$ cat src/rtl/cppm_pkg.sv
package cppm_pkg;

  localparam int TIMER_BITS  = 16;
  localparam int OVF_BITS    = 8;
  localparam int STAMP_BITS  = TIMER_BITS + OVF_BITS;
  localparam int OUT_BITS    = 23;
  localparam int CYC_BITS    = 8;
  localparam int QUEUE_DEPTH = 2;
  localparam int QPTR_BITS   = $clog2(QUEUE_DEPTH);
  localparam int QCNT_BITS   = QPTR_BITS + 1;

  localparam logic [CYC_BITS-1:0] CYC_THRESH_RESET = CYC_BITS'(5);

  typedef enum logic [0:0] {
    OP_OVERFLOW = 1'b0,
    OP_CAPTURE  = 1'b1
  } opcode_t;

  typedef enum logic [2:0] {
    PH_FIRST  = 3'b001,
    PH_SECOND = 3'b010,
    PH_FALL   = 3'b100
  } phase_t;

  typedef struct packed {
    logic                report;
    logic [OUT_BITS-1:0] high_raw;
    logic [OUT_BITS-1:0] period;
    logic                rise_armed;
  } entry_t;

  typedef struct packed {
    logic full;
    logic empty;
  } q_status_t;

endpackage

$ cat src/rtl/cppm_if.sv
interface cppm_in_if;
  import cppm_pkg::*;

  logic                  valid;
  logic                  ready;
  logic [0:0]            opcode;
  logic [TIMER_BITS-1:0] capture_value;

  modport source (output valid, output opcode, output capture_value, input ready);
  modport sink   (input valid, input opcode, input capture_value, output ready);
endinterface

interface cppm_out_if;
  import cppm_pkg::*;

  logic                valid;
  logic                ready;
  logic                report_valid;
  logic [OUT_BITS-1:0] high_time;
  logic [OUT_BITS-1:0] period_time;
  logic                rising_edge_armed;

  modport source (output valid, output report_valid, output high_time, output period_time,
                  output rising_edge_armed, input ready);
  modport sink   (input valid, input report_valid, input high_time, input period_time,
                  input rising_edge_armed, output ready);
endinterface

$ cat src/rtl/cppm_front.sv
module cppm_front (
  input  logic                                clk,
  input  logic                                rst_n,
  input  logic                                cfg_we,
  input  logic [cppm_pkg::CYC_BITS-1:0]       cfg_wdata,
  cppm_in_if.sink                             in_ch,
  input  cppm_pkg::q_status_t                 q_stat,
  output logic                                push,
  output cppm_pkg::entry_t                    push_entry
);
  import cppm_pkg::*;

  logic [CYC_BITS-1:0]   thresh_r;
  logic [OVF_BITS-1:0]   ovf_r, ovf_nxt;
  logic [CYC_BITS-1:0]   cyc_r, cyc_nxt;
  logic [CYC_BITS-1:0]   cyc_inc;
  phase_t                phase_r, phase_nxt;
  logic [STAMP_BITS-1:0] first_r, first_nxt;
  logic [STAMP_BITS-1:0] second_r, second_nxt;
  logic [STAMP_BITS-1:0] stamp;
  logic [STAMP_BITS-1:0] high_diff;
  logic [STAMP_BITS-1:0] period_diff;
  logic                  accept;

  assign in_ch.ready = !q_stat.full;
  assign accept      = in_ch.valid && !q_stat.full;
  assign push        = accept;

  assign stamp       = {ovf_r, in_ch.capture_value};
  assign high_diff   = stamp - second_r;
  assign period_diff = second_r - first_r;
  assign cyc_inc     = cyc_r + CYC_BITS'(1);

  always_comb begin
    ovf_nxt    = ovf_r;
    cyc_nxt    = cyc_r;
    phase_nxt  = phase_r;
    first_nxt  = first_r;
    second_nxt = second_r;
    push_entry = '0;
    if (accept) begin
      case (opcode_t'(in_ch.opcode))
        OP_OVERFLOW: begin
          ovf_nxt = ovf_r + OVF_BITS'(1);
        end
        OP_CAPTURE: begin
          case (phase_r)
            PH_SECOND: begin
              second_nxt = stamp;
              phase_nxt  = PH_FALL;
            end
            PH_FALL: begin
              phase_nxt = PH_FIRST;
              if (cyc_inc >= thresh_r) begin
                push_entry.report   = 1'b1;
                push_entry.high_raw = high_diff[STAMP_BITS-1:1];
                push_entry.period   = period_diff[STAMP_BITS-1:1];
                cyc_nxt             = '0;
                ovf_nxt             = '0;
              end else begin
                cyc_nxt = cyc_inc;
              end
            end
            default: begin
              first_nxt = stamp;
              phase_nxt = PH_SECOND;
            end
          endcase
        end
        default: begin
          ovf_nxt = ovf_r;
        end
      endcase
    end
    push_entry.rise_armed = (phase_nxt != PH_FALL);
  end

  always_ff @(posedge clk) begin
    if (!rst_n) begin
      thresh_r <= CYC_THRESH_RESET;
      ovf_r    <= '0;
      cyc_r    <= '0;
      phase_r  <= PH_FIRST;
    end else begin
      if (cfg_we) begin
        thresh_r <= cfg_wdata;
      end
      ovf_r   <= ovf_nxt;
      cyc_r   <= cyc_nxt;
      phase_r <= phase_nxt;
    end
  end

  always_ff @(posedge clk) begin
    first_r  <= first_nxt;
    second_r <= second_nxt;
  end

endmodule

$ cat src/rtl/cppm_queue.sv
module cppm_queue (
  input  logic                 clk,
  input  logic                 rst_n,
  input  logic                 push,
  input  cppm_pkg::entry_t     push_entry,
  input  logic                 pop,
  output cppm_pkg::entry_t     pop_entry,
  output cppm_pkg::q_status_t  q_stat
);
  import cppm_pkg::*;

  entry_t               mem [QUEUE_DEPTH];
  logic [QPTR_BITS-1:0] wr_ptr_r, wr_ptr_nxt;
  logic [QPTR_BITS-1:0] rd_ptr_r, rd_ptr_nxt;
  logic [QCNT_BITS-1:0] cnt_r, cnt_nxt;

  assign q_stat.full  = (cnt_r == QCNT_BITS'(QUEUE_DEPTH));
  assign q_stat.empty = (cnt_r == '0);
  assign pop_entry    = mem[rd_ptr_r];

  always_comb begin
    wr_ptr_nxt = push ? wr_ptr_r + QPTR_BITS'(1) : wr_ptr_r;
    rd_ptr_nxt = pop  ? rd_ptr_r + QPTR_BITS'(1) : rd_ptr_r;
    cnt_nxt    = cnt_r + QCNT_BITS'(push) - QCNT_BITS'(pop);
  end

  always_ff @(posedge clk) begin
    if (!rst_n) begin
      wr_ptr_r <= '0;
      rd_ptr_r <= '0;
      cnt_r    <= '0;
    end else begin
      wr_ptr_r <= wr_ptr_nxt;
      rd_ptr_r <= rd_ptr_nxt;
      cnt_r    <= cnt_nxt;
    end
  end

  always_ff @(posedge clk) begin
    if (push) begin
      mem[wr_ptr_r] <= push_entry;
    end
  end

endmodule

$ cat src/rtl/cppm_back.sv
module cppm_back (
  input  logic                 clk,
  input  logic                 rst_n,
  input  cppm_pkg::q_status_t  q_stat,
  input  cppm_pkg::entry_t     pop_entry,
  output logic                 pop,
  cppm_out_if.source           out_ch
);
  import cppm_pkg::*;

  logic                out_valid_r;
  logic                report_r;
  logic [OUT_BITS-1:0] high_r, high_nxt;
  logic [OUT_BITS-1:0] period_r;
  logic                edge_r;

  assign pop = !q_stat.empty && (!out_valid_r || out_ch.ready);

  // fold the high time back by one period when it overruns
  always_comb begin
    if (pop_entry.high_raw > pop_entry.period) begin
      high_nxt = pop_entry.high_raw - pop_entry.period;
    end else begin
      high_nxt = pop_entry.high_raw;
    end
  end

  always_ff @(posedge clk) begin
    if (!rst_n) begin
      out_valid_r <= 1'b0;
    end else if (pop) begin
      out_valid_r <= 1'b1;
    end else if (out_ch.ready) begin
      out_valid_r <= 1'b0;
    end
  end

  always_ff @(posedge clk) begin
    if (pop) begin
      report_r <= pop_entry.report;
      high_r   <= high_nxt;
      period_r <= pop_entry.period;
      edge_r   <= pop_entry.rise_armed;
    end
  end

  assign out_ch.valid             = out_valid_r;
  assign out_ch.report_valid      = report_r;
  assign out_ch.high_time         = high_r;
  assign out_ch.period_time       = period_r;
  assign out_ch.rising_edge_armed = edge_r;

endmodule

$ cat src/rtl/capture_pulse_period_meter_unit.sv
// Path: a word accepted on in_ch is written into the queue, then popped into the output
// register that drives out_ch; it leaves once out_ch.ready is high. Throughput: one word
// per cycle unless the queue is full; the front tracks edge phase and timestamps, the back
// folds high time and holds the result register, a two-entry queue between them.
// Reset (rst_n low, synchronous): threshold back to 5, counters cleared, rising edge armed,
// queue and output register emptied.
module capture_pulse_period_meter_unit (
  input  logic                           clk,
  input  logic                           rst_n,
  input  logic                           cfg_we,
  input  logic [cppm_pkg::CYC_BITS-1:0]  cfg_wdata,
  cppm_in_if.sink                        in_ch,
  cppm_out_if.source                     out_ch
);
  import cppm_pkg::*;

  q_status_t q_stat;
  logic      push;
  logic      pop;
  entry_t    push_entry;
  entry_t    pop_entry;

  cppm_front u_front (
    .clk        (clk),
    .rst_n      (rst_n),
    .cfg_we     (cfg_we),
    .cfg_wdata  (cfg_wdata),
    .in_ch      (in_ch),
    .q_stat     (q_stat),
    .push       (push),
    .push_entry (push_entry)
  );

  cppm_queue u_queue (
    .clk        (clk),
    .rst_n      (rst_n),
    .push       (push),
    .push_entry (push_entry),
    .pop        (pop),
    .pop_entry  (pop_entry),
    .q_stat     (q_stat)
  );

  cppm_back u_back (
    .clk       (clk),
    .rst_n     (rst_n),
    .q_stat    (q_stat),
    .pop_entry (pop_entry),
    .pop       (pop),
    .out_ch    (out_ch)
  );

  a_report_rearms: assert property (@(posedge clk) disable iff (!rst_n)
    out_ch.valid && out_ch.report_valid |-> out_ch.rising_edge_armed)
    else $error("report word with falling edge armed");

  a_idle_zero: assert property (@(posedge clk) disable iff (!rst_n)
    out_ch.valid && !out_ch.report_valid |-> out_ch.high_time == '0 && out_ch.period_time == '0)
    else $error("non-report word carries measurement");

  a_queue_status: assert property (@(posedge clk) disable iff (!rst_n)
    !(q_stat.full && q_stat.empty))
    else $error("queue full and empty at once");

  a_accept_fills: assert property (@(posedge clk) disable iff (!rst_n)
    in_ch.valid && in_ch.ready |=> !q_stat.empty)
    else $error("accepted word missing from queue");

endmodule
$ cat src/flat_wrapper.sv
// flat-port wrapper written by rule: the top's interface ports become plain ports
module capture_pulse_period_meter_unit_flat import cppm_pkg::*;
  (clk, rst_n, cfg_we, cfg_wdata, in_ch_valid, in_ch_opcode, in_ch_capture_value, in_ch_ready, out_ch_valid, out_ch_report_valid, out_ch_high_time, out_ch_period_time, out_ch_rising_edge_armed, out_ch_ready);
  cppm_in_if in_ch_i ();
  cppm_out_if out_ch_i ();
  input  logic clk;
  input  logic rst_n;
  input  logic cfg_we;
  input  logic [cppm_pkg::CYC_BITS-1:0] cfg_wdata;
  input wire logic [$bits(in_ch_i.valid)-1:0] in_ch_valid;
  input wire logic [$bits(in_ch_i.opcode)-1:0] in_ch_opcode;
  input wire logic [$bits(in_ch_i.capture_value)-1:0] in_ch_capture_value;
  output wire logic [$bits(in_ch_i.ready)-1:0] in_ch_ready;
  output wire logic [$bits(out_ch_i.valid)-1:0] out_ch_valid;
  output wire logic [$bits(out_ch_i.report_valid)-1:0] out_ch_report_valid;
  output wire logic [$bits(out_ch_i.high_time)-1:0] out_ch_high_time;
  output wire logic [$bits(out_ch_i.period_time)-1:0] out_ch_period_time;
  output wire logic [$bits(out_ch_i.rising_edge_armed)-1:0] out_ch_rising_edge_armed;
  input wire logic [$bits(out_ch_i.ready)-1:0] out_ch_ready;
  assign in_ch_i.valid = in_ch_valid;
  assign in_ch_i.opcode = in_ch_opcode;
  assign in_ch_i.capture_value = in_ch_capture_value;
  assign in_ch_ready = in_ch_i.ready;
  assign out_ch_valid = out_ch_i.valid;
  assign out_ch_report_valid = out_ch_i.report_valid;
  assign out_ch_high_time = out_ch_i.high_time;
  assign out_ch_period_time = out_ch_i.period_time;
  assign out_ch_rising_edge_armed = out_ch_i.rising_edge_armed;
  assign out_ch_i.ready = out_ch_ready;
  capture_pulse_period_meter_unit u_core (.clk(clk), .rst_n(rst_n), .cfg_we(cfg_we), .cfg_wdata(cfg_wdata), .in_ch(in_ch_i), .out_ch(out_ch_i));
endmodule
$ cat config.mk
export PLATFORM = sky130hd
export DESIGN_NAME = capture_pulse_period_meter_unit_flat
export DESIGN_NICKNAME = d
export VERILOG_FILES = /design/src/rtl/cppm_pkg.sv /design/src/rtl/cppm_if.sv /design/src/rtl/cppm_front.sv /design/src/rtl/cppm_queue.sv /design/src/rtl/cppm_back.sv /design/src/rtl/capture_pulse_period_meter_unit.sv /design/src/flat_wrapper.sv
export SDC_FILE = /design/constraint.sdc
export NUM_CORES = 1
export LEC_CHECK = 0
export BUFFER_PORTS_ARGS = -buffer_cell sky130_fd_sc_hd__buf_2
export CORE_MARGIN = 2
export CORE_UTILIZATION = 55
export CTS_BUF_LIST = sky130_fd_sc_hd__clkbuf_8
export CTS_CLUSTER_DIAMETER = 200
export CTS_CLUSTER_SIZE = 12
export DETAILED_ROUTE_END_ITERATION = 10
export PLACE_DENSITY = 0.82
export REMOVE_ABC_BUFFERS = 1
export SYNTH_ARGS = -nofsm -noshare
export SYNTH_HDL_FRONTEND = slang
export SYNTH_HIERARCHICAL = 1
export SYNTH_SLANG_ARGS = --single-unit
$ cat constraint.sdc
create_clock -name clk -period 11.3 [get_ports clk]
set_input_delay 1.695 -clock clk [delete_from_list [all_inputs] [get_ports clk]]
set_output_delay 1.695 -clock clk [all_outputs]
set_load 0.05 [all_outputs]
* Word level (Yosys, flattened, before mapping)
Memories as Yosys holds them, arrays and structs flattened. A register that Yosys moved wholly into a read port is not among the register bits. Cells that the tools add are included.
Word-level totals: register bits 128, RAM bits 96, bits of input ports 30, output and inout bits 50, word-level logic and storage cells 65, memories kept 1
Operators by class: add/sub/neg operators 9, magnitude comparators 2, eq/ne operators 6, multiplexer cells 18, bitwise gates (word level) 2, reduce and logical (&&, ||, !) cells 13
Memory list:
- u_core.u_queue.mem | words 2, width 48, rd ports 1, clocked after memory_dff 1, wr ports 1, line cppm_queue.sv:12 | entry_t mem [QUEUE_DEPTH];
Operator list (count):
- 47-bit 2-to-1 mux | 4
- 24-bit subtractor | 2
- 8-bit 2-to-1 mux | 3
- 23-bit greater-than comparator | 1
- 23-bit 2-to-1 mux | 1
- 23-bit subtractor | 1
- 8-bit by 1-bit adder with 8-bit output, second input constant | 2
- 8-bit case mux with 2 select lines | 1
- 3-bit AND reduction | 4
- 8-bit >= comparator | 1
- 1-bit 2-to-1 mux | 6
- 3-bit 2-to-1 mux | 2
- 3-bit case mux with 2 select lines | 1
- 2-bit by 1-bit != test with 1-bit output, second input constant | 2
- 3-bit by 2-bit equality test with 1-bit output, second input constant | 1
- 3-bit equality test, second input constant | 1
- 1-bit zero test | 3
- 3-bit != test, second input constant | 1
- 1-bit adder, second input constant | 2
- 2-bit by 1-bit adder with 2-bit output | 1
- 2-bit equality test, second input constant | 1
- 1-bit logical AND | 2
- 2-bit zero test | 1
- 1-bit NOT | 2
- 4 further kinds | 4

* Depth between registers and ports, before layout
Gate-level depths: netlist of the first run.
depth after elaboration 6, depth in mapped cells 13, mapped depth without buffers 13

* Cells and area by module
The synthesis of the first run kept the hierarchy.
By module, submodules not included:
- cppm_front | instances 1, cells each 629, area an instance 5590.4 um^2, seq. area each 1981.9 um^2
- cppm_queue | instances 1, cells each 170, area an instance 3767.4 um^2, seq. area each 2982.9 um^2
- cppm_back | instances 1, cells each 332, area an instance 3587.2 um^2, seq. area each 1461.4 um^2

* Worst setup path before layout of the first run
OpenSTA, ideal clock, no wires.
path kind input port to flip-flop, from in out_ch_ready, to reg u_core.u_queue.cnt_r[1], setup time 0.065 ns, arrival 5.064 ns, data required time 11.235 ns, slack 6.171 ns, stages 7, buffers on the path 0, cell sequence nand2b_1 > nor2b_1 > ha_1 > inv_1 > ha_1 > xnor3_1 > nor2b_1
On the way: cells in the longest elaborated chain, start to end 3
RTL lines:
- start: declaration | line flat_wrapper.sv:19 | input wire logic [$bits(out_ch_i.ready)-1:0] out_ch_ready;
- 1-bit logical OR | line cppm_back.sv:17 | assign pop = !q_stat.empty && (!out_valid_r || out_ch.ready);
- 1-bit logical AND | line cppm_back.sv:17
- named net u_core.pop | line capture_pulse_period_meter_unit.sv:19 | logic pop;
- 2-bit by 1-bit subtractor with 2-bit output | line cppm_queue.sv:24 | cnt_nxt = cnt_r + QCNT_BITS'(push) - QCNT_BITS'(pop);
- end signal: assignment | line cppm_queue.sv:35 | cnt_r <= cnt_nxt;
- end: declaration | line cppm_queue.sv:15 | logic [QCNT_BITS-1:0] cnt_r, cnt_nxt;
The timed path passes the listed nets, and every way through them passes these cells. A chain may end at the register's enable or synchronous reset.

==> results of run 1 <==
[synthesized netlist by cell type (3+ instances only)]
library cell                  n  area [sq um]
sky130_fd_sc_hd__a2111oi_0    3         26.28
sky130_fd_sc_hd__a211o_1      5         43.79
sky130_fd_sc_hd__a211oi_1    11         82.58
sky130_fd_sc_hd__a21boi_0     6         45.04
sky130_fd_sc_hd__a21o_1      37         277.8
sky130_fd_sc_hd__a21oi_1     60         300.3
sky130_fd_sc_hd__a21oi_2      7         61.31
sky130_fd_sc_hd__a311oi_1     3         26.28
sky130_fd_sc_hd__a31oi_1     15         93.84
sky130_fd_sc_hd__and2_1      10         62.56
sky130_fd_sc_hd__and3_1       8         50.05
sky130_fd_sc_hd__and3_2       3         22.52
sky130_fd_sc_hd__buf_2        5         25.02
sky130_fd_sc_hd__buf_4        6         45.04
sky130_fd_sc_hd__buf_6       10         112.6
sky130_fd_sc_hd__clkbuf_1    10         37.54
sky130_fd_sc_hd__clkbuf_8     4         55.05
sky130_fd_sc_hd__dfxtp_1     33         660.6
sky130_fd_sc_hd__edfxtp_1   192          5766
sky130_fd_sc_hd__fa_1         3         60.06
sky130_fd_sc_hd__ha_1        79         988.5
sky130_fd_sc_hd__inv_1      106         397.9
sky130_fd_sc_hd__mux2_2      33         371.6
sky130_fd_sc_hd__mux2_4      36         540.5
sky130_fd_sc_hd__mux2i_1     12         120.1
sky130_fd_sc_hd__nand2_1     67         251.5
sky130_fd_sc_hd__nand2b_1    10         62.56
sky130_fd_sc_hd__nand3_1     24         120.1
sky130_fd_sc_hd__nand4_1     12         75.07
sky130_fd_sc_hd__nor2_1      88         330.3
sky130_fd_sc_hd__nor2b_1     17         106.4
sky130_fd_sc_hd__nor3_1      17         85.08
sky130_fd_sc_hd__nor4_1       4         25.02
sky130_fd_sc_hd__o211ai_1     7         52.55
sky130_fd_sc_hd__o21a_1       8         60.06
sky130_fd_sc_hd__o21ai_0     29         145.1
sky130_fd_sc_hd__o21ai_1      6         30.03
sky130_fd_sc_hd__o21bai_1    10         75.07
sky130_fd_sc_hd__o22ai_1      4         25.02
sky130_fd_sc_hd__o31ai_1      4         30.03
sky130_fd_sc_hd__or2_2        3         18.77
sky130_fd_sc_hd__or3_1        5         31.28
sky130_fd_sc_hd__or4_1        3         22.52
sky130_fd_sc_hd__xnor2_1     33         289.0
sky130_fd_sc_hd__xor2_1      31         271.5
[power breakdown]
| part | internal, mW | switching (mW) | total (mW) |
|---|---|---|---|
| registers | 1.10 | 0.0374 | 1.14 |
| logic | 0.530 | 0.930 | 1.46 |
| clock network | 0.184 | 0.266 | 0.450 |
[stage by stage]
stage          total power, mW  utilization (%)  area [sq um]  hold slack (ps)  std cells
4_1_cts                  3.065            59.77         13900            487.6       1538
6_report                 3.046            59.79         13910            486.9       1540
3_5_place_dp             2.615            58.15         13530            464.7       1498
2_1_floorplan            2.319                -         12650            446.9       1093
5_1_grt                  3.221            59.78         13910            517.7       1539
3_3_place_gp             2.588            58.15         13530            464.6       1498
[worst min path at each step]
stage,depth (start not counted),slack (ps),end,from
after global routing,2,520,u_core/u_front/thresh_r[2],u_core/u_front/thresh_r[2]
after detailed placement,2,460,u_core/u_front/thresh_r[0],u_core/u_front/thresh_r[0]
after global placement,2,460,u_core/u_front/cyc_r[7],u_core/u_front/cyc_r[7]
final,2,490,u_core/u_front/cyc_r[7],u_core/u_front/cyc_r[7]
after CTS,2,490,u_core/u_front/cyc_r[7],u_core/u_front/cyc_r[7]
after floorplan,2,450,u_core/u_front/thresh_r[0],u_core/u_front/thresh_r[0]
[cell type report]
| type | count | share of cell area [%] |
|---|---|---|
| Tap cell | 319 | 2.870 |
| Sequential cell | 225 | 46.21 |
| Antenna cell | 2 | 0.03598 |
| Timing Repair Buffer | 86 | 3.221 |
| Multi-Input combinational cell | 762 | 42.09 |
| Clock buffer | 22 | 2.177 |
| Clock inverter | 18 | 0.5308 |
| Inverter | 106 | 2.861 |
[sequential cells by signal, summed over array words and instances, names as in the netlist, named ones only]
register                                count
u_core/u_front/ovf_r                        8
u_core/u_back/out_ch.high_time             23
u_core/u_back/out_ch.period_time           23
u_core/u_front/cyc_r                        8
u_core/u_front/phase_r                      3
u_core/u_back/out_ch.report_valid           1
u_core/u_queue/rd_ptr_r                     1
u_core/u_queue/wr_ptr_r                     1
u_core/u_queue/mem                         96
u_core/u_back/out_ch.valid                  1
u_core/u_front/first_r                     24
u_core/u_front/second_r                    24
u_core/u_front/thresh_r                     8
u_core/u_queue/cnt_r                        2
u_core/u_back/out_ch.rising_edge_armed      1
[layer usage]
| layer | up-vias | wire, um | GRT usage [%] |
|---|---|---|---|
| met4 | 2 | 574 | 6.234 |
| met3 | 43 | 1540 | 3.414 |
| met5 | - | 16 | 0 |
| li1 | 4261 | - | - |
| met2 | 278 | 12420 | 35.77 |
| met1 | 4142 | 11300 | 28.27 |
[cells by family after synthesis]
kind of cell / share of synthesized area, %
fa+ha+maj: 8.100
flops: 49.64
simple gates: 11.09
buf+inv: 5.355
mux: 7.974
xor+xnor: 4.504
compound gates: 13.34
[worst max-delay path, delay by kind of cell]
| kind | cells | cell delay [ps] |
|---|---|---|
| compound gates | 7 | 1850 |
| fa+ha+maj | 1 | 410 |
| mux | 1 | 370 |
| simple gates | 1 | 180 |
| buf+inv | 1 | 110 |
==> impl_metrics.tcl, run 1 <==
set metrics [dict create \
    clock_path_buffers 3 \
    max_cap_viol 0 \
    placement.setup.worst_slack_ps 6522 \
    drt-wirelength-per-cell_um 16.79 \
    cts_root_buffer "sky130_fd_sc_hd__clkbuf_8" \
    ys_seq_elements 225 \
    multi_input_area_sq_um 5854 \
    io-pin-count 80 \
    post_cts_resized 0 \
    worst_setup_path_start_kind "primary input" \
    synth.distinct_cells 88 \
    period_minus_slack_ps 4343 \
    cp_cell_sequence "buf_2 -> nand2b_2 -> fa_1 -> a21oi_1 -> o21ai_0 -> a211oi_1 -> o21bai_1 -> a31oi_1 -> o21ai_1 -> a31oi_1 -> mux2_2" \
    holdBufCountCts 0 \
    syn2layout_area_growth_pct 7.442 \
    worst_setup_path_startpoint "in_ch_capture_value[0]" \
    placementRows 56 \
    grt_antenna_before_repair 2 \
    fillCellCount 1927 \
    cts_setup_buffers 0 \
    core_area_sq_um 23260 \
    port_buffers 79 \
    initial_core_util_pct 55.65 \
    final_hold_viol_count 0 \
    detailed_place_hpwl_mm 19.06 \
    r2r-end "u_core/u_back/out_ch.high_time[22]" \
    cp.arrival_ps 4610 \
    grt.total_usage_pct 21.19 \
    post_synth_instance_area_sq_um 12940 \
    first_global_vias 8320 \
    cts.htree.levels 1 \
    via_count 8726 \
    reg2reg_setup_slack_ps 6990 \
    crit_path_max_incr_delay_ps 470 \
    final_nets 1315 \
    worst-setup-path-type "in -> reg" \
    drt_iter0_drc 474 \
    cts_buffers 22 \
    routabilityCongestion 0.9413 \
    synth_enable_flop_cells 192 \
    report.final.setup_viol 0 \
    p_per_area_nw_per_um2 219.0 \
    fraction_of_final_layout_cells_with_drive_strength_greater_than_1_pct 18.46 \
    ant_nets 0 \
    crit_path_frequent_cell "sky130_fd_sc_hd__a31oi_1" \
    die-area_sq_um 24780 \
    detail_route.wirelength_mm 25.86 \
    timing.critical_path.slowest_stage_cell "sky130_fd_sc_hd__a211oi_1" \
    type_of_element_capturing_the_critical_path "flop" \
    synthesized_instance_count 1131 \
    synthArstFlopShare_pct 0 \
    layout_commonest_cell "sky130_fd_sc_hd__edfxtp_1" \
    die-height_um 157.4 \
    first_pass_grt_wire_length_mm 41.90 \
    first_drt_pass_iteration_count 5 \
    floorplan.die.width_um 157.4 \
    finalCritPeriodShare_pct 38.43 \
    leakage_nw 5.807 \
    dr_drc_count 0 \
    setup.worst_path.end "u_core/u_queue/mem[0][45]" \
    layout_common_cells "192 x sky130_fd_sc_hd__edfxtp_1, 122 x sky130_fd_sc_hd__inv_1, 86 x sky130_fd_sc_hd__nor2_1, 79 x sky130_fd_sc_hd__buf_2, 79 x sky130_fd_sc_hd__ha_1" \
    grt_setup_unrepaired "false" \
    dr_vias_cell 5.666 \
    slew-limit-headroom_pct 32.26 \
    slew_violations 0 \
    synth_top_flop_cell "sky130_fd_sc_hd__edfxtp_1" \
    holdCritPathClass "reg -> reg" \
    clock_skew_ps 47.32 \
    fmax_mhz 230.3 \
    timing.critical_path.fanout_max 4 \
    worst_ep_required_time_ps 11570 \
    number_of_warnings_reported_in_the_yosys_synthesis_log 6 \
    outcome "finished, final reports clean" \
    ir_drop_v 0.0001546 \
    largest_net_degree_at_the_start_of_global_routing 51 \
    ff_latch_area_sq_um 6427 \
    worst_skew_pair.late_latency_ps 550 \
    clock_net_sink_count 225 \
    cts_tree "built" \
    reg2reg_depth 8 \
    cts_clock_pin_slew_for_the_worst_setup_and_hold_paths_ps 80 \
    grt_remaining_overflow 0 \
    ys_seq_area_share_pct 49.64 \
    tns_ps 0 \
    post_synth.cell_area_avg_sq_um 11.45 \
    worstMarginPinSlew_ps 1014 \
    setup_slack_ps 6957 \
]
(Power assumes the default switching activity.)
==> run 2, diff against run 1 <==
--- a/config.mk
+++ b/config.mk
@@ -5,6 +5,7 @@
 export SDC_FILE = /design/constraint.sdc
 export NUM_CORES = 1
 export LEC_CHECK = 0
+export ABC_AREA = 1
 export BUFFER_PORTS_ARGS = -buffer_cell sky130_fd_sc_hd__buf_2
 export CORE_MARGIN = 2
 export CORE_UTILIZATION = 55
==> constraint.sdc (replaced) <==
create_clock -name clk -period 4.36 [get_ports clk]
set_input_delay 0.654 -clock clk [delete_from_list [all_inputs] [get_ports clk]]
set_output_delay 0.654 -clock clk [all_outputs]
set_load 0.05 [all_outputs]
==> run 2 against run 1 <==
Synthesized area is 7.3% higher. Sequential share of layout area is 3.3 points lower. Global-route usage is 3.0 points higher. Sequential cell count stayed put. Setup slack worse by 5900 ps. Count of clock-buffer cells in the layout stayed put. Synthesized cell count is 45% higher. Die area is 7.1% higher.
==> impl_metrics.tcl, run 2 <==
set metrics [dict create \
    outcome "finished, final reports clean" \
    biggestRegsByFlops "u_core/u_queue/mem: 96 flops, u_core/u_front/first_r: 24 flops, u_core/u_front/second_r: 24 flops" \
    routabilityCongestion 0.9489 \
    first_drt_pass_iteration_count 5 \
    grt_remaining_overflow 0 \
    post_synth.cell_area_avg_sq_um 8.440 \
    drt-wirelength-per-cell_um 15.35 \
    cts_root_buffer "sky130_fd_sc_hd__clkbuf_8" \
    grt_setup_unrepaired "false" \
    io-pin-count 80 \
    initial_core_util_pct 55.62 \
    crit_path_max_incr_delay_ps 700 \
    ys_seq_elements 225 \
    holdBufCountCts 0 \
    post_cts_resized 0 \
    cts.htree.levels 1 \
    layout_common_cells "497 x sky130_fd_sc_hd__nand2_1, 288 x sky130_fd_sc_hd__inv_1, 192 x sky130_fd_sc_hd__edfxtp_1, 147 x sky130_fd_sc_hd__nor2_1, 85 x sky130_fd_sc_hd__a21oi_1" \
    crit_path_frequent_cell "sky130_fd_sc_hd__nand2_1" \
    dr_drc_count 0 \
    final_hold_viol_count 0 \
    detailed_place_hpwl_mm 25.03 \
    p_per_area_nw_per_um2 561.7 \
    final_nets 1849 \
    grt.total_usage_pct 24.21 \
    period_minus_slack_ps 3283 \
    fin_util_pct 60.03 \
    synth_area_leaders "sky130_fd_sc_hd__edfxtp_1 42%, sky130_fd_sc_hd__nand2_1 13%, sky130_fd_sc_hd__inv_1 7.4%" \
    synth_top_family_by_area "simple AND/OR/NAND/NOR gates" \
    synth.top_cell.area_share_pct 41.52 \
    largest_net_degree_at_the_start_of_global_routing 52 \
    post_synth_instance_area_sq_um 13880 \
    synth.area.mux_share_pct 4.434 \
    cp_cell_sequence "buf_12 -> mux2_4 -> inv_1 -> ha_1 -> inv_1 -> fa_1 -> nand2_1 -> nand2_1 -> and2_1 -> nand2_1 -> nand2_1 -> nand2_1 -> nand2_1 -> nand2_1 -> nand2_1 -> nand2_1 -> nand2_1" \
    clock_net_sink_count 225 \
    worst_hold_startpoint "in_ch_capture_value[2]" \
    synth.distinct_cells 48 \
    reg2reg_depth 17 \
    synth_top_flop_cell "sky130_fd_sc_hd__edfxtp_1" \
    clock_skew_ps 28.20 \
    synthesized_instance_count 1645 \
    cts_tree "built" \
    flip_flop_count_of_the_largest_register_after_layout 96 \
    floorplan.die.width_um 162.9 \
    synth-simple-area-share_pct 24.97 \
    syn2layout_area_growth_pct 7.930 \
    fillCellCount 2188 \
    layout_commonest_cell "sky130_fd_sc_hd__nand2_1" \
    setup_slack_ps 1077 \
    via_count 11003 \
    finalCritPeriodShare_pct 75.29 \
    diodes_inserted 0 \
    worst_setup_path_start_kind "flop" \
    tns_ps 0 \
    worstMarginPinSlew_ps 686.8 \
    cp.arrival_ps 3600 \
    timing.critical_path.fanout_max 29 \
    r2r-end "u_core/u_back/out_ch.high_time[12]" \
    placementRows 58 \
    synthXorXnorAreaFrac_pct 2.019 \
    first_global_vias 10275 \
    drt_iter0_drc 826 \
    holdCritPathClass "in -> reg" \
    yosys-top-cells-count "497 x sky130_fd_sc_hd__nand2_1, 274 x sky130_fd_sc_hd__inv_1, 192 x sky130_fd_sc_hd__edfxtp_1" \
    grt_antenna_before_repair 0 \
    worst-setup-path-type "reg -> reg" \
    cts_setup_buffers 0 \
    slew_violations 0 \
    timing.critical_path.slowest_stage_cell "sky130_fd_sc_hd__dfxtp_2" \
    fraction_of_final_layout_cells_with_drive_strength_greater_than_1_pct 12.61 \
    largest_register "u_core/u_queue/mem" \
    core_area_sq_um 24960 \
    leakage_nw 7.097 \
    die-area_sq_um 26530 \
    cts_buffers 22 \
    synthArstFlopShare_pct 0 \
    synthDominantAreaCellType "sky130_fd_sc_hd__edfxtp_1" \
    cts_clock_pin_slew_for_the_worst_setup_and_hold_paths_ps 100 \
    detail_route.wirelength_mm 31.96 \
    type_of_element_capturing_the_critical_path "flop" \
    die-height_um 162.9 \
    report.final.setup_viol 0 \
    synthMostInstantiatedCell "sky130_fd_sc_hd__nand2_1" \
    ant_nets 0 \
    reg2reg_setup_slack_ps 1080 \
    synth_enable_flop_cells 192 \
    max_cap_viol 0 \
    worst_ep_required_time_ps 4680 \
    clock_path_buffers 3 \
    compound_gate_fraction_of_synth_area_pct 5.767 \
    slew-limit-headroom_pct 54.21 \
    layout.cell_area.non_filler_sq_um 14990 \
    number_of_warnings_reported_in_the_yosys_synthesis_log 6 \
    first_pass_grt_wire_length_mm 50.69 \
    dr_vias_cell 5.285 \
    placed_cell_area_sq_um 14610 \
    hold_ws_ps 294.4 \
    placement.setup.worst_slack_ps 1110 \
    ir_drop_v 0.0004674 \
    port_buffers 79 \
    worst_skew_pair.late_latency_ps 570 \
    fmax_mhz 304.6 \
    synthAdderAreaFrac_pct 7.552 \
    ys_seq_area_share_pct 46.28 \
    setup.worst_path.end "u_core/u_back/out_ch.high_time[12]" \
]
==> run 2: changes by cell type in the layout (fill, tap and decap cells not counted), moves of 16 or more <==
| cell | before | now |
|---|---|---|
| sky130_fd_sc_hd__nand2_1 | 67 | 497 |
| sky130_fd_sc_hd__inv_1 | 122 | 288 |
| sky130_fd_sc_hd__nor2_1 | 86 | 147 |
| sky130_fd_sc_hd__nand3_1 | 24 | 80 |
| sky130_fd_sc_hd__a21o_1 | 37 | 0 |
| sky130_fd_sc_hd__a21oi_1 | 60 | 85 |
| sky130_fd_sc_hd__xor2_1 | 31 | 10 |
| sky130_fd_sc_hd__mux2_4 | 36 | 20 |
==> run 2: per-stage QoR <==
| stage | std cells | total power, mW |
|---|---|---|
| floorplan | 1628 | 6.283 |
| global placement | 2043 | 7.162 |
| detailed placement | 2043 | 7.239 |
| CTS | 2082 | 8.427 |
| global route | 2082 | 8.973 |
| finish | 2082 | 8.418 |
==> run 2: critical path: cells and delay by family (launching register included) <==
family                     cells  cell delay, ps
adders and majority gates      2             570
muxes                          1             340
and+or+nand+nor               11            1000
buffers and inverters          3             430
DFF                            1             700
==> run 2: kinds of logic (layout without fill, tap and decap cells) <==
| family | Yosys count | count (layout) |
|---|---|---|
| AND/OR/NAND/NOR | 815 | 815 |
| XOR/XNOR | 32 | 32 |
| AO/OA/AOI/OAI | 140 | 140 |
| adder cells (fa/ha/maj) | 82 | 82 |
| flip-flops | 225 | 225 |
| multiplexers | 48 | 48 |
| buffers and inverters | 303 | 410 |
==> run 2: how the worst min path moves through the flow <==
stage | to | slack [ps] | depth (start not counted)
after floorplan | u_core/u_front/thresh_r[7] | 430 | 2
after global placement | u_core/u_front/thresh_r[7] | 450 | 2
after detailed placement | u_core/u_front/thresh_r[6] | 460 | 2
after CTS | u_core/u_front/first_r[2] | 270 | 1
after global routing | u_core/u_front/second_r[0] | 280 | 1
final | u_core/u_front/second_r[2] | 290 | 1
==> run 2: area by class of cell <==
cell class	count	area [sq um]	area share, %
Sequential cell	225	6427	42.89
Inverter	286	1084	7.231
Tap cell	330	412.9	2.755
Clock inverter	17	70.07	0.4676
Clock buffer	22	302.8	2.021
Timing Repair Buffer	85	452.9	3.022
Multi-Input combinational cell	1117	6236	41.61
==> run 2: power by group <==
part	internal, mW	switching (mW)	total [mW]
sequential	2.92	0.150	3.07
combinational	1.25	2.92	4.17
clock	0.474	0.710	1.18
total	4.63	3.78	8.42
==> run 2: per-layer routing <==
metal,track usage (%),routed length [um],up-vias
li1,-,-,5490
met1,32.44,13980,5044
met2,40.93,14820,389
met3,2.521,1900,80
met4,8.850,1264,0
met5,0,0,-
==> run 3, diff against run 2 <==
--- a/config.mk
+++ b/config.mk
@@ -13,7 +13,7 @@
 export CTS_CLUSTER_DIAMETER = 200
 export CTS_CLUSTER_SIZE = 12
 export DETAILED_ROUTE_END_ITERATION = 10
-export PLACE_DENSITY = 0.82
+export PLACE_DENSITY = 0.85
 export REMOVE_ABC_BUFFERS = 1
 export SYNTH_ARGS = -nofsm -noshare
 export SYNTH_HDL_FRONTEND = slang
==> constraint.sdc (replaced) <==
create_clock -name clk -period 2.8 [get_ports clk]
set_input_delay 0.42 -clock clk [delete_from_list [all_inputs] [get_ports clk]]
set_output_delay 0.42 -clock clk [all_outputs]
set_load 0.05 [all_outputs]
==> run 3 against run 2 <==
Sequential share of layout area shrank 1.1 points. Via count grew 0.46%. Global-route usage shrank 0.080 points. First-iteration DRC count grew 15%. Fmax grew 23%. Cell count grew 0.72%. Critical path depth shrank 4. Power grew 64%. Setup slack lost 960 ps. Clock skew shrank 8.5 ps. Die area is the same. Register-to-register slack lost 960 ps.
==> impl_metrics.tcl, run 3 (synthesis gave the netlist of run 2 again) <==
set metrics [dict create \
    outcome "finished, final reports clean" \
    holdBufCountCts 0 \
    detail_route.wirelength_mm 32.94 \
    grt_remaining_overflow 0 \
    p_per_area_nw_per_um2 894.6 \
    initial_core_util_pct 55.62 \
    cp.arrival_ps 2970 \
    flip_flop_count_of_the_largest_register_after_layout 96 \
    diodes_inserted 0 \
    timing.critical_path.slowest_stage_cell "sky130_fd_sc_hd__dfxtp_4" \
    ir_drop_v 0.0008526 \
    reg2reg_depth 13 \
    first_global_vias 10304 \
    whs_endpoint "u_core/u_front/second_r[0]" \
    routabilityCongestion 0.9424 \
    layout_commonest_cell "sky130_fd_sc_hd__nand2_1" \
    period_minus_slack_ps 2678 \
    placed_cell_area_sq_um 14760 \
    worst-setup-path-type "reg -> reg" \
    critPathTopFamily "simple AND/OR/NAND/NOR gates" \
    r2r-end "u_core/u_back/out_ch.high_time[17]" \
    largest_net_degree_at_the_start_of_global_routing 51 \
    type_of_element_capturing_the_critical_path "flop" \
    syn2layout_area_growth_pct 10.91 \
    cts.htree.levels 1 \
    clock_path_buffers 3 \
    die-area_sq_um 26530 \
    drt-wirelength-per-cell_um 15.71 \
    ff_latch_area_sq_um 6430 \
    die-height_um 162.9 \
    dr_drc_count 0 \
    final_hold_viol_count 0 \
    io-pin-count 80 \
    biggestRegsByFlops "u_core/u_queue/mem: 96 flops, u_core/u_front/first_r: 24 flops, u_core/u_front/second_r: 24 flops" \
    worstMarginPinSlew_ps 654.6 \
    fillCellCount 2151 \
    worst_ep_required_time_ps 3090 \
    cts_tree "built" \
    slew_violations 0 \
    dr_vias_cell 5.271 \
    timing.critical_path.fanout_max 13 \
    worst_setup_path_start_kind "flop" \
    max_cap_viol 0 \
    clock_net_sink_count 225 \
    port_buffers 79 \
    ant_nets 0 \
    core_area_sq_um 24960 \
    crit_buf_inv 2 \
    fmax_mhz 373.4 \
    reg2reg_setup_slack_ps 120 \
    placementRows 58 \
    first_drt_pass_iteration_count 5 \
    layout_common_cells "494 x sky130_fd_sc_hd__nand2_1, 281 x sky130_fd_sc_hd__inv_1, 192 x sky130_fd_sc_hd__edfxtp_1, 143 x sky130_fd_sc_hd__nor2_1, 85 x sky130_fd_sc_hd__a21oi_1" \
    worst_hold_startpoint "in_ch_capture_value[0]" \
    via_count 11054 \
    drt_iter0_drc 951 \
    floorplan.die.width_um 162.9 \
    holdPathStages 1 \
    crit_path_max_incr_delay_ps 430 \
    finalCritPeriodShare_pct 95.65 \
    cts_root_buffer "sky130_fd_sc_hd__clkbuf_8" \
    worst_skew_pair.late_latency_ps 550 \
    final_nets 1871 \
    fraction_of_final_layout_cells_with_drive_strength_greater_than_1_pct 15.11 \
    layout.cell_area.non_filler_sq_um 15400 \
    grt.total_usage_pct 24.13 \
    slew-limit-headroom_pct 56.36 \
    largest_register "u_core/u_queue/mem" \
    first_pass_grt_wire_length_mm 50.19 \
    crit_path_frequent_cell "sky130_fd_sc_hd__nand2_1" \
    grt_antenna_before_repair 0 \
    holdCritPathClass "in -> reg" \
    report.final.setup_viol 0 \
    report.power.total_mw 13.78 \
    tns_ps 0 \
    leakage_nw 7.210 \
    clock_skew_ps 19.73 \
    fin_util_pct 61.69 \
    multi_input_area_sq_um 6414 \
    cp_cell_sequence "clkbuf_16 -> mux2_4 -> ha_1 -> nand2_1 -> nor2_1 -> nand2_1 -> nand2_1 -> nand2_1 -> nand3_4 -> nand2_8 -> clkbuf_16 -> nand2_1 -> nand2_1" \
    cts_buffers 22 \
    detailed_place_hpwl_mm 25.28 \
    cts_clock_pin_slew_for_the_worst_setup_and_hold_paths_ps 80 \
]
[run 3: worst register-to-register path, cell delays in order (launching register included)]
cell and delay [ps]:
sky130_fd_sc_hd__dfxtp_4 430, sky130_fd_sc_hd__clkbuf_16 190, sky130_fd_sc_hd__mux2_4 330, sky130_fd_sc_hd__ha_1 370, sky130_fd_sc_hd__nand2_1 120, sky130_fd_sc_hd__nor2_1 130, sky130_fd_sc_hd__nand2_1 70, sky130_fd_sc_hd__nand2_1 120
sky130_fd_sc_hd__nand2_1 110, sky130_fd_sc_hd__nand3_4 120, sky130_fd_sc_hd__nand2_8 100, sky130_fd_sc_hd__clkbuf_16 190, sky130_fd_sc_hd__nand2_1 80, sky130_fd_sc_hd__nand2_1 70
[run 3: repair_timing]
| item | 4_1_cts | 5_1_grt |
|---|---|---|
| pin swaps | 0 | 1 |
| buffers inserted | 0 | 7 |
| gates resized for setup | 1 | 34 |
| cloned | 0 | 2 |
| endpoints found under the setup margin | 1 | 37 |
[run 3: per-layer routing]
| metal | vias to the layer above | wire (um) | global-route usage, % |
|---|---|---|---|
| li1 | 5520 | - | - |
| met1 | 5112 | 14410 | 32.08 |
| met2 | 346 | 15720 | 41.35 |
| met3 | 76 | 1643 | 2.317 |
| met4 | 0 | 1164 | 8.528 |
| met5 | - | 0 | 0 |
[run 3: power breakdown]
part	switching [mW]	total (mW)	internal, mW
logic	4.81	7.22	2.41
clock network	1.07	1.82	0.749
registers	0.197	4.74	4.54
[run 3: through the flow]
| step | setup WS, ps | hold slack [ps] | cells |
|---|---|---|---|
| floorplan | -1349 | 434.7 | 1628 |
| global placement | 110.8 | 445.6 | 2056 |
| detailed placement | -10.05 | 460.7 | 2056 |
| CTS | 24.28 | 26.73 | 2088 |
| global route | -17.38 | 46.87 | 2097 |
| finish | 121.7 | 75.76 | 2097 |
[run 3: how the worst max path moves through the flow]
| stage | end | depth (start not counted) | startpoint | slack, ps |
|---|---|---|---|---|
| global route | u_core/u_queue/mem[1][20] | 13 | u_core/u_front/cyc_r[0] | -20 |
| global placement | u_core/u_back/out_ch.high_time[16] | 17 | flop | 110 |
| detailed placement | u_core/u_back/out_ch.high_time[16] | 17 | flop | -10 |
| CTS | u_core/u_back/out_ch.high_time[16] | 17 | flop | 20 |
| floorplan | u_core/u_queue/cnt_r[1] | 9 | u_core/u_back/out_ch.valid | -1350 |
| finish | u_core/u_back/out_ch.high_time[17] | 13 | flop | 120 |
[run 3: layout make-up]
cell class | count | share of cell area (%)
sequential | 225 | 41.75
multi-input combinational | 1117 | 41.65
tap | 330 | 2.681
clock buffer | 23 | 2.056
timing repair buffer | 107 | 4.566
inverter | 286 | 7.069
clock inverter | 9 | 0.2275
